--- src/hdl/dswl_pkg.sv ---
// Package for the dual-sensor wipe light controller.
// Mode codes, register indexes, reset values and the shared structs.
// No dependencies.
package dswl_pkg;

	localparam int LEN_W   = 9;
	localparam int PIX_W   = 8;
	localparam int COLOR_W = 8;
	localparam int CNT_W   = 32;
	localparam int IDX_W   = 2;

	localparam logic [1:0] MODE_IDLE = 2'd0;
	localparam logic [1:0] MODE_ASC  = 2'd1;
	localparam logic [1:0] MODE_DESC = 2'd2;
	localparam logic [1:0] MODE_HOLD = 2'd3;

	localparam logic [IDX_W-1:0] REG_STRIP_LENGTH = 2'd0;
	localparam logic [IDX_W-1:0] REG_WIPE_RED     = 2'd1;
	localparam logic [IDX_W-1:0] REG_WIPE_GREEN   = 2'd2;
	localparam logic [IDX_W-1:0] REG_WIPE_BLUE    = 2'd3;

	localparam logic [LEN_W-1:0]   RST_STRIP_LENGTH = 9'd60;
	localparam logic [COLOR_W-1:0] RST_WIPE_RED     = 8'd50;
	localparam logic [COLOR_W-1:0] RST_WIPE_GREEN   = 8'd40;
	localparam logic [COLOR_W-1:0] RST_WIPE_BLUE    = 8'd0;

	typedef struct packed {
		logic [1:0]       mode;
		logic             prev_left;
		logic             prev_right;
		logic [PIX_W-1:0] position;
		logic             started;
		logic [CNT_W-1:0] left_count;
		logic [CNT_W-1:0] right_count;
		logic [CNT_W-1:0] conflict_count;
	} state_t;

	typedef struct packed {
		logic [LEN_W-1:0]   length;
		logic [COLOR_W-1:0] red;
		logic [COLOR_W-1:0] green;
		logic [COLOR_W-1:0] blue;
	} cfg_t;

	typedef struct packed {
		logic [1:0]         mode;
		logic               pixel_write;
		logic [PIX_W-1:0]   pixel_index;
		logic [COLOR_W-1:0] pixel_red;
		logic [COLOR_W-1:0] pixel_green;
		logic [COLOR_W-1:0] pixel_blue;
		logic               clear_strip;
		logic [CNT_W-1:0]   left_triggers;
		logic [CNT_W-1:0]   right_triggers;
		logic [CNT_W-1:0]   conflicts;
	} result_t;

endpackage

--- src/hdl/dswl_in_if.sv ---
// Sensor tick channel: valid/ready plus the two sensor levels.
// No dependencies.
interface dswl_in_if;
	logic valid;
	logic ready;
	logic sensor_left;
	logic sensor_right;

	modport source (output valid, output sensor_left, output sensor_right, input ready);
	modport sink (input valid, input sensor_left, input sensor_right, output ready);
endinterface

--- src/hdl/dswl_out_if.sv ---
// Result channel: valid/ready plus the pixel command and counters.
// Depends on dswl_pkg.
interface dswl_out_if;
	logic                          valid;
	logic                          ready;
	logic [1:0]                    mode;
	logic                          pixel_write;
	logic [dswl_pkg::PIX_W-1:0]    pixel_index;
	logic [dswl_pkg::COLOR_W-1:0]  pixel_red;
	logic [dswl_pkg::COLOR_W-1:0]  pixel_green;
	logic [dswl_pkg::COLOR_W-1:0]  pixel_blue;
	logic                          clear_strip;
	logic [dswl_pkg::CNT_W-1:0]    left_triggers;
	logic [dswl_pkg::CNT_W-1:0]    right_triggers;
	logic [dswl_pkg::CNT_W-1:0]    conflicts;

	modport source (output valid, output mode, output pixel_write, output pixel_index,
		output pixel_red, output pixel_green, output pixel_blue, output clear_strip,
		output left_triggers, output right_triggers, output conflicts, input ready);
	modport sink (input valid, input mode, input pixel_write, input pixel_index,
		input pixel_red, input pixel_green, input pixel_blue, input clear_strip,
		input left_triggers, input right_triggers, input conflicts, output ready);
endinterface

--- src/hdl/dswl_cfg_regs.sv ---
// Configuration registers and clamping of the strip length to 1..MAX_PIXELS.
// Depends on dswl_pkg.
module dswl_cfg_regs #(
	parameter int MAX_PIXELS = 256
) (
	input  logic                          clk,
	input  logic                          arst_n,
	input  logic                          cfg_we,
	input  logic [dswl_pkg::IDX_W-1:0]    cfg_index,
	input  logic [dswl_pkg::LEN_W-1:0]    cfg_data,
	output dswl_pkg::cfg_t                cfg
);

	localparam logic [dswl_pkg::LEN_W-1:0] MaxLen = dswl_pkg::LEN_W'(MAX_PIXELS);

	logic [dswl_pkg::LEN_W-1:0]   length_q;
	logic [dswl_pkg::COLOR_W-1:0] red_q;
	logic [dswl_pkg::COLOR_W-1:0] green_q;
	logic [dswl_pkg::COLOR_W-1:0] blue_q;

	always_ff @(posedge clk or negedge arst_n) begin
		if (!arst_n) begin
			length_q <= dswl_pkg::RST_STRIP_LENGTH;
			red_q    <= dswl_pkg::RST_WIPE_RED;
			green_q  <= dswl_pkg::RST_WIPE_GREEN;
			blue_q   <= dswl_pkg::RST_WIPE_BLUE;
		end else if (cfg_we) begin
			unique case (cfg_index)
				dswl_pkg::REG_STRIP_LENGTH: length_q <= cfg_data;
				dswl_pkg::REG_WIPE_RED:     red_q    <= cfg_data[dswl_pkg::COLOR_W-1:0];
				dswl_pkg::REG_WIPE_GREEN:   green_q  <= cfg_data[dswl_pkg::COLOR_W-1:0];
				dswl_pkg::REG_WIPE_BLUE:    blue_q   <= cfg_data[dswl_pkg::COLOR_W-1:0];
				default: ;
			endcase
		end
	end

	always_comb begin
		priority if (length_q == '0) begin
			cfg.length = dswl_pkg::LEN_W'(1);
		end else if (length_q > MaxLen) begin
			cfg.length = MaxLen;
		end else begin
			cfg.length = length_q;
		end
		cfg.red   = red_q;
		cfg.green = green_q;
		cfg.blue  = blue_q;
	end

endmodule

--- src/hdl/dswl_step.sv ---
// Next-state and result logic for one sensor tick.
// Depends on dswl_pkg.
module dswl_step (
	input  dswl_pkg::state_t  st,
	input  dswl_pkg::cfg_t    cfg,
	input  logic              cl,
	input  logic              cr,
	output dswl_pkg::state_t  nxt,
	output dswl_pkg::result_t res
);

	logic                         edge_l;
	logic                         edge_r;
	logic                         keep_hist;
	logic [dswl_pkg::LEN_W-1:0]   pos_w;
	logic [dswl_pkg::LEN_W-1:0]   pos_inc;
	logic [dswl_pkg::LEN_W-1:0]   desc_idx;

	assign edge_l   = cl && !st.prev_left;
	assign edge_r   = cr && !st.prev_right;
	assign pos_w    = {1'b0, st.position};
	assign pos_inc  = pos_w + dswl_pkg::LEN_W'(1);
	assign desc_idx = cfg.length - pos_inc;

	always_comb begin
		nxt       = st;
		keep_hist = 1'b0;
		res       = '0;
		unique case (st.mode)
			dswl_pkg::MODE_IDLE: begin
				if (edge_l) begin
					nxt.mode       = dswl_pkg::MODE_ASC;
					nxt.left_count = st.left_count + dswl_pkg::CNT_W'(1);
					if (edge_r)
						nxt.conflict_count = st.conflict_count + dswl_pkg::CNT_W'(1);
					nxt.position = '0;
					nxt.started  = 1'b0;
				end else if (edge_r) begin
					nxt.mode        = dswl_pkg::MODE_DESC;
					nxt.right_count = st.right_count + dswl_pkg::CNT_W'(1);
					nxt.position    = '0;
					nxt.started     = 1'b0;
				end
			end
			dswl_pkg::MODE_ASC, dswl_pkg::MODE_DESC: begin
				keep_hist   = st.started;
				nxt.started = 1'b1;
				if (pos_w >= cfg.length) begin
					nxt.mode     = dswl_pkg::MODE_HOLD;
					nxt.position = '0;
					nxt.started  = 1'b0;
				end else begin
					res.pixel_write = 1'b1;
					res.pixel_index = (st.mode == dswl_pkg::MODE_ASC) ? st.position
						: desc_idx[dswl_pkg::PIX_W-1:0];
					res.pixel_red   = cfg.red;
					res.pixel_green = cfg.green;
					res.pixel_blue  = cfg.blue;
					if (pos_inc == cfg.length) begin
						nxt.mode     = dswl_pkg::MODE_HOLD;
						nxt.position = '0;
						nxt.started  = 1'b0;
					end else begin
						nxt.position = pos_inc[dswl_pkg::PIX_W-1:0];
					end
				end
			end
			default: begin
				if (!cl && !cr) begin
					res.clear_strip = 1'b1;
					nxt.mode        = dswl_pkg::MODE_IDLE;
				end
			end
		endcase
		if (!keep_hist) begin
			nxt.prev_left  = cl;
			nxt.prev_right = cr;
		end
		res.mode           = nxt.mode;
		res.left_triggers  = nxt.left_count;
		res.right_triggers = nxt.right_count;
		res.conflicts      = nxt.conflict_count;
	end

endmodule

--- src/hdl/dual_sensor_wipe_light_fsm.sv ---
// Dual-sensor wipe light controller, top level.
// Depends on dswl_pkg, dswl_in_if, dswl_out_if, dswl_cfg_regs, dswl_step.
//
//   channel   dir   handshake        payload
//   sensor    in    valid/ready      sensor_left, sensor_right
//   light     out   valid/ready      mode, pixel cmd, clear_strip, counters
//   cfg_*     in    cfg_we           cfg_index, cfg_data
//
// The input register feeds step logic into the result register, which also
// updates the controller state. One tick per clock while the result register is not stalled.
// Reset clears state and loads register defaults; no clearing pass.
// A stalled result register holds the input stage; ready drops only then.
module dual_sensor_wipe_light_fsm #(
	parameter int MAX_PIXELS = 256
) (
	input  logic                        clk,
	input  logic                        arst_n,
	dswl_in_if.sink                     sensor,
	dswl_out_if.source                  light,
	input  logic                        cfg_we,
	input  logic [dswl_pkg::IDX_W-1:0]  cfg_index,
	input  logic [dswl_pkg::LEN_W-1:0]  cfg_data
);

	dswl_pkg::cfg_t    cfg;
	dswl_pkg::state_t  state_q;
	dswl_pkg::state_t  state_nxt;
	dswl_pkg::result_t res;
	dswl_pkg::result_t res_q;
	logic              valid_s1;
	logic              left_s1;
	logic              right_s1;
	logic              out_valid_q;
	logic              advance;

	dswl_cfg_regs #(.MAX_PIXELS(MAX_PIXELS)) u_cfg (
		.clk       (clk),
		.arst_n    (arst_n),
		.cfg_we    (cfg_we),
		.cfg_index (cfg_index),
		.cfg_data  (cfg_data),
		.cfg       (cfg)
	);

	dswl_step u_step (
		.st  (state_q),
		.cfg (cfg),
		.cl  (left_s1),
		.cr  (right_s1),
		.nxt (state_nxt),
		.res (res)
	);

	assign advance      = !out_valid_q || light.ready;
	assign sensor.ready = !valid_s1 || advance;

	always_ff @(posedge clk or negedge arst_n) begin
		if (!arst_n) begin
			valid_s1    <= 1'b0;
			out_valid_q <= 1'b0;
			state_q     <= '0;
		end else begin
			if (sensor.ready)
				valid_s1 <= sensor.valid;
			if (advance) begin
				out_valid_q <= valid_s1;
				if (valid_s1)
					state_q <= state_nxt;
			end
		end
	end

	always_ff @(posedge clk) begin
		if (sensor.ready) begin
			left_s1  <= sensor.sensor_left;
			right_s1 <= sensor.sensor_right;
		end
		if (advance && valid_s1)
			res_q <= res;
	end

	assign light.valid          = out_valid_q;
	assign light.mode           = res_q.mode;
	assign light.pixel_write    = res_q.pixel_write;
	assign light.pixel_index    = res_q.pixel_index;
	assign light.pixel_red      = res_q.pixel_red;
	assign light.pixel_green    = res_q.pixel_green;
	assign light.pixel_blue     = res_q.pixel_blue;
	assign light.clear_strip    = res_q.clear_strip;
	assign light.left_triggers  = res_q.left_triggers;
	assign light.right_triggers = res_q.right_triggers;
	assign light.conflicts      = res_q.conflicts;

endmodule

--- src/flat_wrapper.sv ---
// flat-port wrapper written by rule: the top's interface ports become plain ports
module dual_sensor_wipe_light_fsm_flat 
#(
	parameter int MAX_PIXELS = 256
)
  (clk, arst_n, cfg_we, cfg_index, cfg_data, sensor_valid, sensor_sensor_left, sensor_sensor_right, sensor_ready, light_valid, light_mode, light_pixel_write, light_pixel_index, light_pixel_red, light_pixel_green, light_pixel_blue, light_clear_strip, light_left_triggers, light_right_triggers, light_conflicts, light_ready);
  dswl_in_if sensor_i ();
  dswl_out_if light_i ();
  input  logic clk;
  input  logic arst_n;
  input  logic cfg_we;
  input  logic [dswl_pkg::IDX_W-1:0] cfg_index;
  input  logic [dswl_pkg::LEN_W-1:0] cfg_data;
  input wire logic [$bits(sensor_i.valid)-1:0] sensor_valid;
  input wire logic [$bits(sensor_i.sensor_left)-1:0] sensor_sensor_left;
  input wire logic [$bits(sensor_i.sensor_right)-1:0] sensor_sensor_right;
  output wire logic [$bits(sensor_i.ready)-1:0] sensor_ready;
  output wire logic [$bits(light_i.valid)-1:0] light_valid;
  output wire logic [$bits(light_i.mode)-1:0] light_mode;
  output wire logic [$bits(light_i.pixel_write)-1:0] light_pixel_write;
  output wire logic [$bits(light_i.pixel_index)-1:0] light_pixel_index;
  output wire logic [$bits(light_i.pixel_red)-1:0] light_pixel_red;
  output wire logic [$bits(light_i.pixel_green)-1:0] light_pixel_green;
  output wire logic [$bits(light_i.pixel_blue)-1:0] light_pixel_blue;
  output wire logic [$bits(light_i.clear_strip)-1:0] light_clear_strip;
  output wire logic [$bits(light_i.left_triggers)-1:0] light_left_triggers;
  output wire logic [$bits(light_i.right_triggers)-1:0] light_right_triggers;
  output wire logic [$bits(light_i.conflicts)-1:0] light_conflicts;
  input wire logic [$bits(light_i.ready)-1:0] light_ready;
  assign sensor_i.valid = sensor_valid;
  assign sensor_i.sensor_left = sensor_sensor_left;
  assign sensor_i.sensor_right = sensor_sensor_right;
  assign sensor_ready = sensor_i.ready;
  assign light_valid = light_i.valid;
  assign light_mode = light_i.mode;
  assign light_pixel_write = light_i.pixel_write;
  assign light_pixel_index = light_i.pixel_index;
  assign light_pixel_red = light_i.pixel_red;
  assign light_pixel_green = light_i.pixel_green;
  assign light_pixel_blue = light_i.pixel_blue;
  assign light_clear_strip = light_i.clear_strip;
  assign light_left_triggers = light_i.left_triggers;
  assign light_right_triggers = light_i.right_triggers;
  assign light_conflicts = light_i.conflicts;
  assign light_i.ready = light_ready;
  dual_sensor_wipe_light_fsm #(.MAX_PIXELS(MAX_PIXELS)) u_core (.clk(clk), .arst_n(arst_n), .sensor(sensor_i), .light(light_i), .cfg_we(cfg_we), .cfg_index(cfg_index), .cfg_data(cfg_data));
endmodule
--- config.mk ---
export PLATFORM = sky130hd
export DESIGN_NAME = dual_sensor_wipe_light_fsm_flat
export DESIGN_NICKNAME = d
export VERILOG_FILES = /design/src/hdl/dswl_pkg.sv /design/src/hdl/dswl_in_if.sv /design/src/hdl/dswl_out_if.sv /design/src/hdl/dswl_cfg_regs.sv /design/src/hdl/dswl_step.sv /design/src/hdl/dual_sensor_wipe_light_fsm.sv /design/src/flat_wrapper.sv
export SDC_FILE = /design/constraint.sdc
export NUM_CORES = 1
export LEC_CHECK = 0
export BUFFER_PORTS_ARGS = -buffer_cell sky130_fd_sc_hd__buf_2
export CAP_MARGIN = 20
export CELL_PAD_IN_SITES_DETAIL_PLACEMENT = 1
export CELL_PAD_IN_SITES_GLOBAL_PLACEMENT = 2
export CORE_MARGIN = 5
export CORE_UTILIZATION = 43
export DETAILED_ROUTE_END_ITERATION = 6
export PLACE_DENSITY_LB_ADDON = 0.1
export SLEW_MARGIN = 20
export SYNTH_ARGS = -nofsm -noshare
export SYNTH_HDL_FRONTEND = slang
export SYNTH_SLANG_ARGS = --single-unit
--- constraint.sdc ---
create_clock -name clk -period 8.9 [get_ports clk]
set_clock_uncertainty 0.1 [all_clocks]
set_input_delay 0.89 -clock clk [delete_from_list [all_inputs] [get_ports clk]]
set_output_delay 0.89 -clock clk [all_outputs]
set_load 0.005 [all_outputs]
## Word-level counts from Yosys, hierarchy flattened

Cells that the tools add are included.

- Register bits: 278
- Output and inout bits: 134

- Equality and inequality tests: 7
- Add/subtract/negate cells: 5
- Reductions and logical operators: 26
- Magnitude comparators: 2
- Bitwise gates (word level): 2
- Multiplexer cells: 24

Operator list:

| kind | count |
|---|---|
| 32-bit two-way mux | 5 |
| 32-bit by 1-bit adder with 32-bit output, second input constant | 3 |
| 96-bit two-way mux | 1 |
| 9-bit two-way mux | 5 |
| 33-bit two-way mux | 1 |
| 9-bit case mux with 2 select lines | 1 |
| 8-bit two-way mux | 2 |
| 2-bit two-way mux | 5 |
| 2-bit AND reduction | 5 |
| 8-bit by 1-bit adder with 9-bit output, second input constant | 1 |
| 9-bit equality test | 1 |
| 8-bit by 9-bit >= comparator with 1-bit output | 1 |
| 9-bit > comparator, second input constant | 1 |
| 9-bit logical NOT | 1 |
| 8-bit subtractor | 1 |
| 2-bit equality test, second input constant | 3 |
| 1-bit logical NOT | 6 |
| 2-bit by 1-bit equality test with 1-bit output, second input constant | 2 |
| 1-bit logical AND | 4 |
| 2-bit logical NOT | 2 |
| 2-bit case mux with 2 select lines | 1 |
| 4-bit AND reduction | 1 |
| 2-bit OR reduction | 2 |
| 1-bit two-way mux | 3 |
| other kinds (6) | 8 |

## Logic depth before layout (Yosys ltp)

- Depth in word-level cells: 7
- Gate-level depth with buffers: 13
- Depth with buffers taken out: 13

## Cells and area by module

From an unflattened synthesis, not the netlist that was laid out.

- Cells, all modules: 1008
- Area total of the unflattened synthesis: 13880.8 sq um

Modules (own cells, without submodules):

| module | sequential area each (sq um) | cells an instance | instances | area each (sq um) |
|---|---|---|---|---|
| dual_sensor_wipe_light_fsm | 6801.5 | 372 | 1 | 8674.6 |
| dswl_step | 0.0 | 552 | 1 | 3866.2 |
| dswl_cfg_regs | 837.1 | 84 | 1 | 1340.0 |

## Worst setup path after synthesis

No wires, ideal clock.

- Path type: in2reg
- Start: input light_ready
- End: register u_core.state_q[107] in the netlist's numbering
- Path slack: 3055 ps
- Path buffers: 1
- Arrival: 5406 ps
- Library setup time: 339 ps
- Stages on the path: 5
- Data required time: 8461 ps
- Cell sequence: nand2b_1 > nand2_1 > inv_2 > buf_1 > a22oi_1

- Cells in the longest elaborated chain, start to end: 2

Ends and longest elaborated chain:

| element | RTL line | source |
|---|---|---|
| start, declared | flat_wrapper.sv:29 | `input wire logic [$bits(light_i.ready)-1:0] light_ready;` |
| 1-bit logical OR | dual_sensor_wipe_light_fsm.sv:54 | `assign advance = !out_valid_q \|\| light.ready;` |
| 2-bit AND reduction (no source line) | -- |  |
| end signal, assigned | dual_sensor_wipe_light_fsm.sv:68 | `state_q <= state_nxt;` |
| end, declared | dual_sensor_wipe_light_fsm.sv:26 | `dswl_pkg::state_t state_q;` |

Every way passes these cells.
A chain may end at the register's enable or synchronous reset.

## Final worst setup path

- Start: input light_ready
- End: register u_core.state_q[3] in the netlist's numbering

The elaborated chain is that of the path after synthesis.

==> results.ini <==
[critical_path]
cp.required_ps = 9280
crit_buf_inv = 4
cp_common_cell = buf_4
r2r-start = u_core.u_cfg.length_q[7]$_DFFE_PN0P_
start_kind = input pin
slowest_delay_ps = 870
crit_family = buffers and inverters
cp.arrival_ps = 3750
endpoint_kind = flop
crit_chain = buf_2, nand2b_1, nand2_2, buf_4, inv_6, buf_4, nand2_1, nor2_1, xor2_1
r2r_slack_ps = 5570
worst-setup-path-type = input pin to flop
cpMaxStageDelayCell = buf_4
rr_endpoint = u_core.light.pixel_index[7]$_SDFFCE_PP0P_
rr_worst_depth = 11
worstPathMaxFanout = 99

[die]
rows = 63
die_w_um = 183.1
core_mm2 = 0.02964
io_pins = 152
fp.dieH_um = 183.1
fp.dieArea_mm2 = 0.03352
start_util_pct = 43.46

[clocking]
cts_max_level = 1
cts_root_buf = clkbuf_16
cts_buffers = 31
clk_pin_slew_ps = 60
cts_resized = 0
clockBufferDepth = 3
cts_setup_buffers = 0
cts_hold_buf = 0
cts_sinks = 278
cts_tree = yes
clock_latency_ps = 550

[routing]
vias = 8162
wl_met3_um = 1081
drt-total-wl_um = 27780
wire_per_inst_um = 17.12
drt_pass1_iterations = 4
drt_iter0_drc = 351
dr_wl_met2_um = 13400
drc_errors = 0
ant_nets = 0
drt-met1-wl_um = 12700
viasPerCell = 5.029
highest_layer = met4

[synthesis]
synth_compound_area_share_pct = 2.496
yosys-top-cells-area = edfxtp_1, dfrtp_1, xor2_1
async_flop_share_pct = 51.80
synth_top_family_by_area = simple AND/OR/NAND/NOR gates
seq_area_frac_synth_pct = 59.30
yosys.area.top_type_share_pct = 31.24
syn_area_mm2 = 0.01288
synth.avg_cell_area_um2 = 12.22
synthAdderAreaFrac_pct = 2.390
synth_largest_area_cell = edfxtp_1
synth_nets = 1096
ys_ff_latch = 278
yosys.area_share.simple_pct = 17.17
synth-warning-count = 0
muxShareOfSynthArea_pct = 3.555
synth_edf_count = 134
synth_xor_area_share_pct = 13.25
ys_types = 69
syn_inst = 1054
synth_ff_type = dfrtp_1

[sta]
final.setup.tns_ps = 0
final_max_slew_viol_count = 0
fmax_mhz = 296.2
worst_pin_slew_ps = 1031
setup_viol = 0
fin_crit_sh_pct = 37.94
rsz0062_at_grt = no
relSlewSlack_pct = 31.29
fin_ws_ps = 5524
hold_viol = 0
fin_crit_ps = 3376

[min_path]
holdCritPathClass = input pin to asynchronous set/reset pin

[power_and_ir_drop]
cellPowerDensity_mw_per_mm2 = 233.7
vdd_ir_drop_max_mv = 0.1894
leakage_uw = 0.006651

[placement]
pre_cts_ws_ps = 4916
gp_congestion = 0.7760
io_buffers = 151
dp_hpwl_um = 19190

[grt]
grt_pass1_vias = 8640
track_usage_pct = 16.74
antenna_found_initial = 0
grt_pass1_wl_um = 46170
grt_max_degree = 100
grt_remaining_overflow = 0

[final_layout]
diodes = 0
area_delta_synth_final_pct = 16.32
fin_nets = 1250
drive_gt1_share_pct = 22.55

[status]
run_status = completed

[job]
maxCapViolCount = 0

how the worst max path moves through the flow:
| stage | start | endpoint | cells after the start |
|---|---|---|---|
| floorplan | light_ready | u_core.state_q[107]$_DFFE_PN0P_ | 5 |
| global placement | light_ready | u_core.state_q[22]$_DFFE_PN0P_ | 9 |
| detailed placement | light_ready | u_core.state_q[73]$_DFFE_PN0P_ | 9 |
| CTS | u_core.u_cfg.length_q[7]$_DFFE_PN0P_ | u_core.light.pixel_index[7]$_SDFFCE_PP0P_ | 11 |
| global route | light_ready | u_core.state_q[73]$_DFFE_PN0P_ | 9 |
| finish | light_ready | u_core.state_q[3]$_DFFE_PN0P_ | 9 |
Yosys cell counts, types with 3 or more instances:
library cell / number
nand3b_1: 3
nor4_1: 7
dfstp_2: 9
o21ai_0: 7
buf_6: 3
nor2_1: 104
mux2_2: 38
a21o_1: 5
o31ai_1: 3
a21oi_1: 9
nor2_2: 3
nor3_2: 3
nand2b_1: 17
and4_1: 9
nand4_1: 33
clkbuf_1: 15
or2_2: 5
edfxtp_1: 134
nor3_1: 27
or3_4: 3
mux2i_1: 3
dfrtp_1: 135
ha_1: 23
a2111oi_0: 3
xor2_1: 98
and3_1: 11
nand2_1: 91
nor3b_1: 4
nand2b_4: 3
xnor2_1: 95
and2_1: 29
buf_2: 8
buf_1: 7
nand3_1: 44
inv_1: 17
o21ai_1: 4
metal layers:
layer	vias to the layer above	GRT usage [%]
met3	37	2.479
met1	4022	23.11
met5	-	0
met2	122	28.20
met4	0	3.933
li1	3981	-
flip-flops by register name (all words and copies together), names as in the netlist, 9 cells and up:
signal,count
u_core.u_cfg.length_q,9
u_core.state_q,109
u_core.light.conflicts,32
u_core.light.left_triggers,32
u_core.light.right_triggers,32
logic make-up (layout without fill, tap and decap cells):
family                     after synthesis  after routing
xor gates and xnor gates               194            194
buffers and inverters                   53            232
DFF                                    278            278
muxes                                   41             41
adders and majority gates               24             24
and+or+nand+nor                        417            417
AOI/OAI and AO/OA                       47             47
power by group:
group,switching (uW),internal (uW)
Combinational,371,278
Clock,505,712
Sequential,91.5,1540
cells in the final DEF, fill, tap and decap left out, drive strengths merged, types with 3 or more instances in the layout:
cell / netlist / routed
ha: 23 / 23
clkbuf: 16 / 46
or3: 4 / 4
nor2: 107 / 107
dfstp: 9 / 9
o31ai: 3 / 3
and4: 9 / 9
a21o: 5 / 5
nor4: 11 / 11
nand4: 33 / 33
xor2: 98 / 98
edfxtp: 134 / 134
nor3: 30 / 30
or2: 7 / 7
nand2: 94 / 94
dfrtp: 135 / 135
o21ai: 11 / 11
and3: 11 / 11
a21oi: 9 / 9
a2111oi: 3 / 3
xnor2: 96 / 96
nand3b: 4 / 4
inv: 18 / 19
nor4b: 3 / 3
mux2i: 3 / 3
clkinv: 0 / 8
and2: 29 / 29
nand2b: 20 / 20
nand3: 44 / 44
buf: 19 / 156
mux2: 38 / 38
nor3b: 4 / 4
per-stage QoR:
| stage | cells | cell area [um^2] | utilization, % | power [uW] | hold slack [ps] |
|---|---|---|---|---|---|
| after global placement | 1565 | 14010 | 47.26 | 2313 | 367.7 |
| after detailed placement | 1565 | 14010 | 47.26 | 2331 | 377.8 |
| final | 1623 | 14980 | 50.55 | 3502 | 293.4 |
| after CTS | 1623 | 14980 | 50.55 | 3564 | 334.9 |
| after global routing | 1623 | 14980 | 50.55 | 3709 | 358.9 |
| after floorplan | 1054 | 12880 | - | 2072 | 347.3 |
worst register-to-register path: stages, from the launching register on:
cell	delay [ps]
dfrtp_1	390
nor4_1	340
a21oi_1	120
nor2_1	220
ha_1	290
nand2b_1	140
a211oi_1	290
o211a_1	240
o31ai_1	80
buf_4	200
inv_1	540
o211a_1	250
area by class of cell:
cell class                 count  area [um^2]
multi-input combinational    723         5009
tap                          390        488.0
timing repair buffer         156        799.5
clock buffer                  46        882.1
inverter                      18        72.57
sequential                   278         7639
fill                        3183        14660
clock inverter                12        93.84
(Power assumes the default switching activity.)
